<file path="config.mk">
export PLATFORM = sky130hd
export DESIGN_NAME = dram_bank_scheduler
export DESIGN_NICKNAME = d
export VERILOG_FILES = /design/src/dbs_pkg.sv /design/src/dbs_cell.sv /design/src/dram_bank_scheduler.sv
export VERILOG_INCLUDE_DIRS = /design/src /design/src/src
export SDC_FILE = /design/constraint.sdc
export NUM_CORES = 2
export LEC_CHECK = 0
export ABC_AREA = 1
export BUFFER_PORTS_ARGS = -buffer_cell sky130_fd_sc_hd__buf_2
export CAP_MARGIN = 20
export CORE_MARGIN = 2
export CORE_UTILIZATION = 50
export DETAILED_ROUTE_END_ITERATION = 10
export PLACE_DENSITY = 0.76
export SYNTH_ARGS = -nofsm -noshare
export SYNTH_HDL_FRONTEND = slang
export SYNTH_HIERARCHICAL = 1
export SYNTH_SLANG_ARGS = --single-unit
export TNS_END_PERCENT = 100
</file>
<file path="constraint.sdc">
create_clock -name clk_i -period 5.1 [get_ports clk_i]
set_input_delay 0.255 -clock clk_i [delete_from_list [all_inputs] [get_ports clk_i]]
set_output_delay 0.255 -clock clk_i [all_outputs]
set_load 0.03 [all_outputs]
</file>
<file path="src/dram_bank_scheduler_assert.svh">
// Assertion macros shared by the bank scheduler RTL.
`ifndef DRAM_BANK_SCHEDULER_ASSERT_SVH
`define DRAM_BANK_SCHEDULER_ASSERT_SVH

// The consequent must hold in the same cycle as the antecedent.
`define DBS_ASSERT_NOW(label, clk, rstn, ante, cons, msg) \
  label: assert property (@(posedge clk) disable iff (!rstn) (ante) |-> (cons)) \
    else $error(msg);

// The consequent must hold in the cycle after the antecedent.
`define DBS_ASSERT_NEXT(label, clk, rstn, ante, cons, msg) \
  label: assert property (@(posedge clk) disable iff (!rstn) (ante) |=> (cons)) \
    else $error(msg);

`endif

</file>
<file path="src/dbs_pkg.sv">
// Types and constants of the DRAM bank scheduler.
package dbs_pkg;

  // Geometry, fixed by the widths of the rank and bank index fields.
  localparam int unsigned NUM_RANKS  = 4;
  localparam int unsigned NUM_BANKS  = 8;
  localparam int unsigned SLOTS      = NUM_RANKS * NUM_BANKS;
  localparam int unsigned RANK_W     = 2;
  localparam int unsigned BANK_W     = 3;
  localparam int unsigned RANK_CNT_W = 3;
  localparam int unsigned BANK_CNT_W = 4;
  localparam int unsigned CYCLE_BITS = 32;

  // Configuration port.
  localparam int unsigned CFG_IDX_W  = 2;
  localparam int unsigned CFG_DATA_W = 4;
  localparam logic [CFG_IDX_W-1:0] REG_POLICY = 2'd0;
  localparam logic [CFG_IDX_W-1:0] REG_BANKS  = 2'd1;
  localparam logic [CFG_IDX_W-1:0] REG_RANKS  = 2'd2;

  localparam logic [BANK_CNT_W-1:0] BANKS_RESET = 4'd8;
  localparam logic [RANK_CNT_W-1:0] RANKS_RESET = 3'd1;

  typedef enum logic {
    OP_UPDATE = 1'b0,
    OP_FIND   = 1'b1
  } opcode_e;

  typedef enum logic {
    POL_ROUND_ROBIN = 1'b0,
    POL_OLDEST      = 1'b1
  } policy_e;

  // Search settings, to be kept steady by the user for the whole of one find; the block does not enforce it.
  typedef struct packed {
    logic                  oldest;
    logic [BANK_CNT_W-1:0] banks_used;
    logic [RANK_CNT_W-1:0] ranks_used;
    logic [RANK_W-1:0]     first_rank;
    logic [BANK_W-1:0]     first_bank;
  } scan_ctrl_t;

  // One bank status update.
  typedef struct packed {
    logic              en;
    logic [RANK_W-1:0] rank;
    logic [BANK_W-1:0] bank;
    logic              pending;
  } upd_t;

  // Best candidate so far, handed from cell to cell with the search wave.
  typedef struct packed {
    logic              wave;
    logic              hit;
    logic [RANK_W-1:0] rank;
    logic [BANK_W-1:0] bank;
  } cand_t;

endpackage

</file>
<file path="src/dbs_cell.sv">
// One bank slot of the scheduler: status storage and one compare stage.
module dbs_cell #(
  parameter int unsigned CycleBits = dbs_pkg::CYCLE_BITS
) (
  input  logic                      clk_i,
  input  logic                      rst_ni,
  input  logic [dbs_pkg::RANK_W-1:0] slot_rank_i,
  input  logic [dbs_pkg::BANK_W-1:0] slot_bank_i,
  input  dbs_pkg::upd_t             upd_i,
  input  logic [CycleBits-1:0]      upd_front_i,
  input  dbs_pkg::scan_ctrl_t       ctrl_i,
  input  dbs_pkg::cand_t            cand_i,
  input  logic [CycleBits-1:0]      key_i,
  output dbs_pkg::cand_t            cand_o,
  output logic [CycleBits-1:0]      key_o
);

  logic                 pend_q;
  logic [CycleBits-1:0] front_q;
  logic                 upd_hit;
  logic                 in_use;
  logic                 wrapped;
  logic                 take;
  logic [CycleBits-1:0] my_key;
  dbs_pkg::cand_t       cand_d, cand_q;
  logic [CycleBits-1:0] key_d, key_q;

  // Status storage, written by an update item that names this slot.
  assign upd_hit = upd_i.en && (upd_i.rank == slot_rank_i) && (upd_i.bank == slot_bank_i);

  always_ff @(posedge clk_i or negedge rst_ni) begin
    if (!rst_ni) begin
      pend_q <= 1'b0;
    end else if (upd_hit) begin
      pend_q <= upd_i.pending;
    end
  end

  always_ff @(posedge clk_i) begin
    if (upd_hit) begin
      front_q <= upd_front_i;
    end
  end

  // A slot outside the banks and ranks in use keeps its flag but never wins.
  assign in_use = pend_q
                  && ({1'b0, slot_bank_i} < ctrl_i.banks_used)
                  && ({1'b0, slot_rank_i} < ctrl_i.ranks_used);

  // In round robin the slots before the first looked-at bank come last.
  assign wrapped = (slot_rank_i < ctrl_i.first_rank)
                   || ((slot_rank_i == ctrl_i.first_rank) && (slot_bank_i < ctrl_i.first_bank));

  assign my_key = ctrl_i.oldest ? front_q : {{(CycleBits-1){1'b0}}, wrapped};

  // Strict compare: an earlier slot keeps a tie.
  assign take = in_use && (!cand_i.hit || (my_key < key_i));

  always_comb begin
    cand_d      = cand_i;
    key_d       = key_i;
    if (take) begin
      cand_d.hit  = 1'b1;
      cand_d.rank = slot_rank_i;
      cand_d.bank = slot_bank_i;
      key_d       = my_key;
    end
  end

  // Hand the candidate to the next cell.
  always_ff @(posedge clk_i or negedge rst_ni) begin
    if (!rst_ni) begin
      cand_q <= '0;
    end else begin
      cand_q <= cand_d;
    end
  end

  always_ff @(posedge clk_i) begin
    key_q <= key_d;
  end

  assign cand_o = cand_q;
  assign key_o  = key_q;

endmodule

</file>
<file path="src/dram_bank_scheduler.sv">
// Top level of the DRAM bank scheduler: registers, pointer and the cell chain.
// An update item is accepted only while busy is low; updates may be started in consecutive cycles.
// A find item travels the chain of 32 bank cells, one cell a cycle: busy is high while
// the wave is in the chain, and done_o strobes from its register as busy drops.
// The next item may start in the cycle of the done_o strobe; the receiver cannot stall.
// Reset clears all pending flags and the round-robin pointer and restores register defaults.
// Front cycles are not cleared; they are only read once their bank has been written.
module dram_bank_scheduler #(
  parameter int unsigned CycleBits = dbs_pkg::CYCLE_BITS
) (
  input  logic                           clk_i,
  input  logic                           rst_ni,
  input  logic                           start,
  output logic                           busy,
  input  logic                           opcode_i,
  input  logic [dbs_pkg::RANK_W-1:0]     rank_index_i,
  input  logic [dbs_pkg::BANK_W-1:0]     bank_index_i,
  input  logic                           has_commands_i,
  input  logic [CycleBits-1:0]           front_cycle_i,
  output logic                           done_o,
  output logic                           found_o,
  output logic [dbs_pkg::RANK_W-1:0]     chosen_rank_o,
  output logic [dbs_pkg::BANK_W-1:0]     chosen_bank_o,
  input  logic                           cfg_we_i,
  input  logic [dbs_pkg::CFG_IDX_W-1:0]  cfg_idx_i,
  input  logic [dbs_pkg::CFG_DATA_W-1:0] cfg_data_i
);

  `include "dram_bank_scheduler_assert.svh"

  dbs_pkg::policy_e                   policy_q;
  logic [dbs_pkg::BANK_CNT_W-1:0]     banks_q;
  logic [dbs_pkg::RANK_CNT_W-1:0]     ranks_q;
  logic [dbs_pkg::RANK_W-1:0]         rr_rank_q, rr_rank_d;
  logic [dbs_pkg::BANK_W-1:0]         rr_bank_q, rr_bank_d;
  logic                               busy_q, busy_d;
  logic                               done_q;
  logic                               found_q;
  logic [dbs_pkg::RANK_W-1:0]         chosen_rank_q;
  logic [dbs_pkg::BANK_W-1:0]         chosen_bank_q;

  logic                               accept;
  logic                               find_go;
  logic                               scan_end;
  logic [dbs_pkg::BANK_CNT_W-1:0]     banks_used;
  logic [dbs_pkg::RANK_CNT_W-1:0]     ranks_used;
  logic [dbs_pkg::BANK_CNT_W-1:0]     bank_inc;
  logic [dbs_pkg::RANK_CNT_W-1:0]     rank_tmp;
  logic [dbs_pkg::RANK_W-1:0]         first_rank;
  logic [dbs_pkg::BANK_W-1:0]         first_bank;
  logic [dbs_pkg::RANK_W-1:0]         back_rank;
  logic [dbs_pkg::BANK_W-1:0]         back_bank;

  dbs_pkg::scan_ctrl_t                ctrl;
  dbs_pkg::upd_t                      upd;
  dbs_pkg::cand_t                     cand [0:dbs_pkg::SLOTS];
  logic [CycleBits-1:0]               key  [0:dbs_pkg::SLOTS];

  // Item handshake.
  assign accept  = start && !busy_q;
  assign find_go = accept && (opcode_i == dbs_pkg::OP_FIND);
  assign busy    = busy_q;

  // Configuration registers.
  always_ff @(posedge clk_i or negedge rst_ni) begin
    if (!rst_ni) begin
      policy_q <= dbs_pkg::POL_ROUND_ROBIN;
      banks_q  <= dbs_pkg::BANKS_RESET;
      ranks_q  <= dbs_pkg::RANKS_RESET;
    end else if (cfg_we_i) begin
      unique case (cfg_idx_i)
        dbs_pkg::REG_POLICY: policy_q <= dbs_pkg::policy_e'(cfg_data_i[0]);
        dbs_pkg::REG_BANKS:  banks_q  <= cfg_data_i[dbs_pkg::BANK_CNT_W-1:0];
        dbs_pkg::REG_RANKS:  ranks_q  <= cfg_data_i[dbs_pkg::RANK_CNT_W-1:0];
        default: ;
      endcase
    end
  end

  // Counts in use: zero counts as one, anything above the maximum as the maximum.
  always_comb begin
    if (banks_q == '0) begin
      banks_used = dbs_pkg::BANK_CNT_W'(1);
    end else if (banks_q > dbs_pkg::BANK_CNT_W'(dbs_pkg::NUM_BANKS)) begin
      banks_used = dbs_pkg::BANK_CNT_W'(dbs_pkg::NUM_BANKS);
    end else begin
      banks_used = banks_q;
    end
    if (ranks_q == '0) begin
      ranks_used = dbs_pkg::RANK_CNT_W'(1);
    end else if (ranks_q > dbs_pkg::RANK_CNT_W'(dbs_pkg::NUM_RANKS)) begin
      ranks_used = dbs_pkg::RANK_CNT_W'(dbs_pkg::NUM_RANKS);
    end else begin
      ranks_used = ranks_q;
    end
  end

  // First bank looked at: one step on from the pointer, bank first, then rank.
  always_comb begin
    bank_inc = {1'b0, rr_bank_q} + dbs_pkg::BANK_CNT_W'(1);
    if (bank_inc >= banks_used) begin
      first_bank = '0;
      rank_tmp   = {1'b0, rr_rank_q} + dbs_pkg::RANK_CNT_W'(1);
    end else begin
      first_bank = bank_inc[dbs_pkg::BANK_W-1:0];
      rank_tmp   = {1'b0, rr_rank_q};
    end
    if (rank_tmp >= ranks_used) begin
      first_rank = '0;
    end else begin
      first_rank = rank_tmp[dbs_pkg::RANK_W-1:0];
    end
  end

  // After a full loop without a hit the pointer rests one step before the first bank.
  always_comb begin
    if (first_bank == '0) begin
      back_bank = dbs_pkg::BANK_W'(banks_used - dbs_pkg::BANK_CNT_W'(1));
      if (first_rank == '0) begin
        back_rank = dbs_pkg::RANK_W'(ranks_used - dbs_pkg::RANK_CNT_W'(1));
      end else begin
        back_rank = first_rank - dbs_pkg::RANK_W'(1);
      end
    end else begin
      back_bank = first_bank - dbs_pkg::BANK_W'(1);
      back_rank = first_rank;
    end
  end

  assign ctrl.oldest     = (policy_q == dbs_pkg::POL_OLDEST);
  assign ctrl.banks_used = banks_used;
  assign ctrl.ranks_used = ranks_used;
  assign ctrl.first_rank = first_rank;
  assign ctrl.first_bank = first_bank;

  assign upd.en      = accept && (opcode_i == dbs_pkg::OP_UPDATE);
  assign upd.rank    = rank_index_i;
  assign upd.bank    = bank_index_i;
  assign upd.pending = has_commands_i;

  // The search wave enters the chain with no candidate.
  assign cand[0].wave = find_go;
  assign cand[0].hit  = 1'b0;
  assign cand[0].rank = '0;
  assign cand[0].bank = '0;
  assign key[0]       = '0;

  // Chain of bank cells in flat rank-major order.
  for (genvar s = 0; s < dbs_pkg::SLOTS; s++) begin : g_cell
    dbs_cell #(
      .CycleBits (CycleBits)
    ) u_cell (
      .clk_i       (clk_i),
      .rst_ni      (rst_ni),
      .slot_rank_i (dbs_pkg::RANK_W'(s / dbs_pkg::NUM_BANKS)),
      .slot_bank_i (dbs_pkg::BANK_W'(s % dbs_pkg::NUM_BANKS)),
      .upd_i       (upd),
      .upd_front_i (front_cycle_i),
      .ctrl_i      (ctrl),
      .cand_i      (cand[s]),
      .key_i       (key[s]),
      .cand_o      (cand[s+1]),
      .key_o       (key[s+1])
    );
  end

  assign scan_end = cand[dbs_pkg::SLOTS].wave;

  // Busy flag and round-robin pointer.
  always_comb begin
    busy_d    = busy_q;
    rr_rank_d = rr_rank_q;
    rr_bank_d = rr_bank_q;
    if (find_go) begin
      busy_d = 1'b1;
    end
    if (scan_end) begin
      busy_d = 1'b0;
      if (!ctrl.oldest) begin
        if (cand[dbs_pkg::SLOTS].hit) begin
          rr_rank_d = cand[dbs_pkg::SLOTS].rank;
          rr_bank_d = cand[dbs_pkg::SLOTS].bank;
        end else begin
          rr_rank_d = back_rank;
          rr_bank_d = back_bank;
        end
      end
    end
  end

  always_ff @(posedge clk_i or negedge rst_ni) begin
    if (!rst_ni) begin
      busy_q    <= 1'b0;
      rr_rank_q <= '0;
      rr_bank_q <= '0;
      done_q    <= 1'b0;
    end else begin
      busy_q    <= busy_d;
      rr_rank_q <= rr_rank_d;
      rr_bank_q <= rr_bank_d;
      done_q    <= scan_end;
    end
  end

  // Result registers; a miss reports rank and bank zero.
  always_ff @(posedge clk_i) begin
    if (scan_end) begin
      found_q       <= cand[dbs_pkg::SLOTS].hit;
      chosen_rank_q <= cand[dbs_pkg::SLOTS].hit ? cand[dbs_pkg::SLOTS].rank : '0;
      chosen_bank_q <= cand[dbs_pkg::SLOTS].hit ? cand[dbs_pkg::SLOTS].bank : '0;
    end
  end

  assign done_o        = done_q;
  assign found_o       = found_q;
  assign chosen_rank_o = chosen_rank_q;
  assign chosen_bank_o = chosen_bank_q;

  // Checks on the find sequencing and the pointer.
  `DBS_ASSERT_NEXT(a_find_sets_busy, clk_i, rst_ni, find_go, busy_q,
    "find item accepted but block not busy")
  `DBS_ASSERT_NOW(a_wave_only_busy, clk_i, rst_ni, !busy_q, !scan_end,
    "search wave left the chain while idle")
  `DBS_ASSERT_NEXT(a_end_gives_done, clk_i, rst_ni, scan_end, done_q && !busy_q,
    "search ended without a result strobe")
  `DBS_ASSERT_NOW(a_miss_is_zero, clk_i, rst_ni, done_q && !found_q,
    (chosen_rank_q == '0) && (chosen_bank_q == '0), "miss reported a bank")
  `DBS_ASSERT_NOW(a_rr_pointer_hit, clk_i, rst_ni, done_q && found_q && !ctrl.oldest,
    (rr_rank_q == chosen_rank_q) && (rr_bank_q == chosen_bank_q),
    "round-robin pointer does not rest on the chosen bank")

endmodule
</file>
== After elaboration in Yosys (flattened, before gate mapping) ==
Cells that the tools add are included.

* $add $sub $neg: 6
* Order comparisons: 59
* Eq/ne operators: 15
* Multiplexer cells: 108
* Bitwise gates (word level): 2
* Reductions and logical operators: 274

{| class="wikitable"
|+ Operators with widths
! operator !! number
|-
| $mux W32 || 61
|-
| $lt A32 B32 Y1 || 31
|-
| $mux W6 || 32
|-
| $logic_and A1 B1 Y1 || 166
|-
| $logic_or A1 B1 Y1 || 63
|-
| $logic_not A1 Y1 || 32
|-
| $mux W3 || 6
|-
| $lt A3 B4 Y1 const A || 4
|-
| $eq A3 B3 Y1 const B || 4
|-
| $lt A1 B3 Y1 const A || 4
|-
| $lt A2 B3 Y1 const A || 4
|-
| $lt A3 B3 Y1 const A || 4
|-
| $reduce_and A2 Y1 || 5
|-
| $logic_not A3 Y1 || 3
|-
| $lt A1 B4 Y1 const A || 2
|-
| $lt A2 B4 Y1 const A || 2
|-
| $mux W2 || 4
|-
| $mux W4 || 2
|-
| $eq A2 B2 Y1 const B || 3
|-
| $eq A3 B2 Y1 const B || 2
|-
| $logic_not A2 Y1 || 3
|-
| $sub A3 B1 Y3 const B || 2
|-
| $add A3 B1 Y4 const B || 1
|-
| $eq A2 B1 Y1 const B || 2
|-
| 15 further kinds || 22
|}

* Register bits: 2293
* Input bits: 49
* Output and inout bits: 8
* Word-level logic and storage cells: 698

== Longest topological paths before layout ==
* Depth after elaboration: 15
* Depth in mapped cells: 40
* Mapped depth without buffers: 39

== By module ==
Netlist, hierarchy kept.

{| class="wikitable"
|+ By module, submodules not included
! module !! times used !! cells an instance !! area each (µm²) !! seq. area each (µm²)
|-
| dbs_cell at g_cell[19].u_cell ... || 16 || 435 || 3905.0 || 1801.7
|-
| dbs_cell at g_cell[0].u_cell ... || 14 || 437 || 3912.5 || 1801.7
|-
| dbs_cell at g_cell[5].u_cell || 1 || 431 || 3926.3 || 1801.7
|-
| dbs_cell at g_cell[28].u_cell || 1 || 437 || 3906.2 || 1801.7
|-
| dram_bank_scheduler || 1 || 170 || 1335.0 || 558.0
|}

== Least setup slack after synthesis ==
Ideal clock, no wire load.

* Path type: flip-flop to flip-flop
* Start point: register busy_q, in the netlist busy
* End point: register g_cell[5].u_cell.pend_q
* Library setup time: 0.080 ns
* Arrival: 5.314 ns
* Required time: 5.020 ns
* Setup slack: -0.294 ns
* Stages on the path, launching flop included: 7
* Buffers on the path: 0
* Period minus slack after synthesis: 5.394 ns
* Path through: dfrtp_1 inv_1 nand2_1 nor2_1 nand3_1 nor4_1 mux2_2

{| class="wikitable"
|+ RTL lines
! item !! RTL line !! RTL
|-
| from (decl) || dram_bank_scheduler.sv:36 || <nowiki>logic busy_q, busy_d;</nowiki>
|-
| from (signal assigned) || dram_bank_scheduler.sv:198 || <nowiki>busy_q <= busy_d;</nowiki>
|-
| to (signal assigned) || dbs_cell.sv:35 || <nowiki>pend_q <= upd_i.pending;</nowiki>
|-
| to (decl) || dbs_cell.sv:18 || <nowiki>logic pend_q;</nowiki>
|}

== Final worst setup path ==
* Start point: register rr_bank_q[1] (netlist bit)
* End point: register g_cell[13].u_cell.key_q[14]

* Word-level cells in the longest chain between the ends: 13
* Elaborated cells on any way between the ends: 16
* Those cells by class: add/sub: 1; order compare: 5; eq/ne: 1; mux: 5; reduce/logical: 4

{| class="wikitable"
|+ Ends and longest elaborated chain
! item !! RTL line !! RTL
|-
| from (decl) || dram_bank_scheduler.sv:35 || <nowiki>logic [dbs_pkg::BANK_W-1:0] rr_bank_q, rr_bank_d;</nowiki>
|-
| from (signal assigned) || dram_bank_scheduler.sv:200 || <nowiki>rr_bank_q <= rr_bank_d;</nowiki>
|-
| $add A3 B1 Y4 (*) || dram_bank_scheduler.sv:100 || <nowiki>bank_inc = {1'b0, rr_bank_q} + dbs_pkg::BANK_CNT_W'(1);</nowiki>
|-
| $ge A4 B4 Y1 (*) || dram_bank_scheduler.sv:101 || <nowiki>if (bank_inc >= banks_used) begin</nowiki>
|-
| $mux W3 (*) || dram_bank_scheduler.sv:101 ||
|-
| $ge A3 B3 Y1 || dram_bank_scheduler.sv:108 || <nowiki>if (rank_tmp >= ranks_used) begin</nowiki>
|-
| $mux W2 (*) || dram_bank_scheduler.sv:108 ||
|-
| via first_rank, one bit || dram_bank_scheduler.sv:49 || <nowiki>logic [dbs_pkg::RANK_W-1:0] first_rank;</nowiki>
|-
| $eq A1 B2 Y1 || dbs_cell.sv:52 || <nowiki>|| ((slot_rank_i == ctrl_i.first_rank) && (slot_bank_i < ctrl_i.first_bank));</nowiki>
|-
| $logic_and A1 B1 Y1 || dbs_cell.sv:52 ||
|-
| $logic_or A1 B1 Y1 (*) || dbs_cell.sv:52 ||
|-
| $mux W32 (*) || dbs_cell.sv:54 || <nowiki>assign my_key = ctrl_i.oldest ? front_q : {{(CycleBits-1){1'b0}}, wrapped};</nowiki>
|-
| $lt A32 B32 Y1 (*) || dbs_cell.sv:57 || <nowiki>assign take = in_use && (!cand_i.hit || (my_key < key_i));</nowiki>
|-
| $logic_or A1 B1 Y1 (*) || dbs_cell.sv:57 ||
|-
| $logic_and A1 B1 Y1 (*) || dbs_cell.sv:57 ||
|-
| $mux W32 (*) || dbs_cell.sv:62 || <nowiki>if (take) begin</nowiki>
|-
| via g_cell[13].u_cell.key_d[14] || dbs_cell.sv:26 || <nowiki>logic [CycleBits-1:0] key_d, key_q;</nowiki>
|-
| to (signal assigned) || dbs_cell.sv:80 || <nowiki>key_q <= key_d;</nowiki>
|-
| to (decl) || dbs_cell.sv:26 ||
|}

The timed path passes the listed nets; every way through them passes the cells marked *.
A chain may end at the register's enable or synchronous reset.

==> parameters.txt <==
Parameter                              Value

Routing
  Total via count in the routed design ... 92396
  Vias/cell ... 5.07
  Total routed wirelength ... 320 mm
  Avg WL per Cell ... 17.6 um
  First-pass iteration count of the detailed router ... 6
  DRC violation total after the first TritonRoute iteration ... 8636
  Antenna viol nets, final ... 0
  DRC violations left ... 0

Layout
  Final instance area ... 138000 um2
  Layout cells sized above 1 ... 12.9%
  Area growth from synthesis to layout ... 10.6%
  Fraction of the core area covered by cells at the end of the flow ... 55.7%
  Area of the multi-input gates ... 55600 um2
  Area used by sequential logic in the layout ... 57600 um2
  Number of nets in the final layout ... 15961
  Final-layout fill cell count ... 21343

Worst hold path
  Worst hold path cell count ... 1
  Startpoint of the lowest-slack hold path ... front_cycle_i[25]
  Class of the tightest hold or removal check ... in -> reg

Placement
  Port bufs ... 56
  Routability-driven placement congestion ratio ... 0.882
  Dpl ws ... 0.120 ns
  Sum of net half-perimeters after detailed placement ... 207 mm
  Placed Instance Area ... 129000 um2

Yosys
  Syn. warnings ... 6
  Mapped Cells ... 13978
  Area of the mapped netlist ... 125000 um2
  Mean area per synthesized cell ... 8.95 um2

Timing
  Final-report max-slew violation count ... 0
  Skew final ... 0.0920 ns
  Final setup fails ... 0
  Least-Margin Pin Slew ... 1.06 ns
  Top achievable clock speed ... 207 MHz
  Worst slew margin relative to its limit ... 29.0%
  Number of failing hold endpoints at the final stage ... 0
  Worst slack on hold paths ... 0.0390 ns
  Final min period ... 4.82 ns
  Post-route setup slack ... 0.276 ns
  Part of the cycle the worst path needs ... 94.6%

Critical path
  Worst R2R Setup Slack ... 0.28 ns
  Maximum fanout along the worst path ... 37
  Class of the most critical setup path ... reg -> reg
  Cell with the largest stage delay on the worst path ... sky130_fd_sc_hd__dfrtp_1
  Startpoint of the worst setup timing path ... rr_bank_q[1]
  Destination of the critical timing path ... g_cell[13].u_cell/key_o[14]
  Endpoint kind of the worst setup timing path ... register
  Data required, critical path ... 5.88 ns
  Worst reg-to-reg path cell count ... 38
  Crit Reg-Reg Startpoint ... rr_bank_q[1]
  Cell seen most often among critical-path stages ... sky130_fd_sc_hd__nand2_1
  Critical Path Source Type ... register
  Crit path arrival time ... 5.61 ns
  Stage delay of the slowest cell on the critical path ... 0.40 ns
  Destination of the worst register-to-register timing path ... g_cell[13].u_cell/key_o[14]

Clock network
  CTS buffer count ... 226
  Number of clock sinks seen by CTS ... 2293
  Clk buf depth ... 3
  Clock transition at the registers of the reported paths ... 0.06 ns
  Master cell of the clock root buffer ... sky130_fd_sc_hd__clkbuf_16
  Clock network latency to the later pin of the worst-skew pair ... 0.91 ns
  H-tree depth ... 4
  CTS tree ... done

Global routing
  Maximum number of pins on one net before global-route repair ... 98
  GRT overflow ... 0
  Global router's overall resource usage ... 24.7%
  Antenna violations before repair ... 30
  Via count of the first global-routing pass ... 89440
  First-pass GRT wire length ... 496 mm

Job
  Count of maximum capacitance violations ... 0

Floorplan
  Die area ... 254000 um2
  Number of primary I/O pins ... 57
  Die H ... 504 um
  Effective utilization at floorplan ... 50.3%
  Standard-cell row count ... 183
  Die X-Extent ... 504 um
  Placeable core region ... 249000 um2

Power and ir drop
  Areal power density over the cells ... 320 nW/um2
  Leakage power summed over all cells ... 72.4 nW
  Worst IR drop on VDD ... 0.370 mV

Run status
  Run status ... finished, final reports clean
==> where the power goes <==
part / leakage, nW / internal [mW] / switching (mW)
registers: 20.9 / 19.7 / 0.423
clock network: 3.95 / 10.4 / 7.64
logic: 47.5 / 1.98 / 4.18
total: 72.4 / 32.1 / 12.2
==> critical path: cells and delay by family, from the launching register on <==
kind / cells / cell delay, ns
compound gates: 1 / 0.21
simple gates: 27 / 2.37
fa+ha+maj: 4 / 0.98
flops: 1 / 0.40
buf+inv: 6 / 0.75
==> cells in the final DEF (no fill, tap or decap), drive strengths merged, types with 29 or more instances in the layout <==
master	count
nand2	4555
inv	2668
nand3	1257
ha	1225
edfxtp	1030
dfxtp	992
conb	648
a21oi	559
clkbuf	299
buf	277
dfrtp	269
nor2	264
o21ai	105
nand4	98
a211oi	95
clkinv	73
o221a	64
xor2	62
a21o	47
nor4	47
nor3	34
or2	34
o22ai	33
a221oi	31
dlygate4sd3	29
==> stage by stage <==
step / TNS, ns / instances / total power [mW]
after detailed placement: 0 / 17752 / 26.5
final: 0 / 18242 / 44.3
after floorplan: 0 / 14624 / 24.8
after CTS: 0 / 18215 / 44.4
after global placement: 0 / 17750 / 26.3
after global routing: -0.589 / 18225 / 46.1
==> how the worst min path moves through the flow <==
stage	endpoint	slack, ns
global route	g_cell[26].u_cell/front_q[25]	0.01
CTS	g_cell[25].u_cell/front_q[24]	0.0008
floorplan	banks_q[0]	-0.04
global placement	g_cell[29].u_cell/cand_o[4]	0.31
detailed placement	g_cell[30].u_cell/cand_o[5]	0.30
finish	g_cell[26].u_cell/front_q[25]	0.04
==> flip-flops by register name, summed over array words and instances, names as in the netlist, 2 cells and up <==
register and flops:
ranks_q 3, banks_q 4, rr_rank_q 2, g_cell.u_cell/cand_o 224, chosen_rank_o 2, g_cell.u_cell/pend_q 32, chosen_bank_o 3, rr_bank_q 3
g_cell.u_cell/front_q 1024, g_cell.u_cell/key_o 992
==> routing by layer <==
metal	track usage, %	up-vias	routed length, um
met5	0	-	40
met4	10.8	6	13900
met3	3.34	793	23400
met2	41.7	3115	153000
met1	31.5	43290	130000
li1	-	45192	-
==> what timing repair did <==
| action | in CTS | in global routing |
|---|---|---|
| hold buffers | 29 | 0 |
| endpoints found under the setup margin | 0 | 877 |
| hold endpoints to repair | 144 | 0 |
| gates resized for setup | 0 | 51 |
| setup buffers | 0 | 5 |
==> final cells by class <==
class / instances / share of cell area [%]
clock buffer: 298 / 4.67
tap: 3330 / 3.01
inverter: 2659 / 7.22
clock inverter: 136 / 1.27
timing repair buffer: 307 / 2.03
sequential: 2293 / 41.6
multi-input combinational: 9200 / 40.2
antenna: 19 / 0.0344
Note: power is estimated with default switching activity, not from simulation.
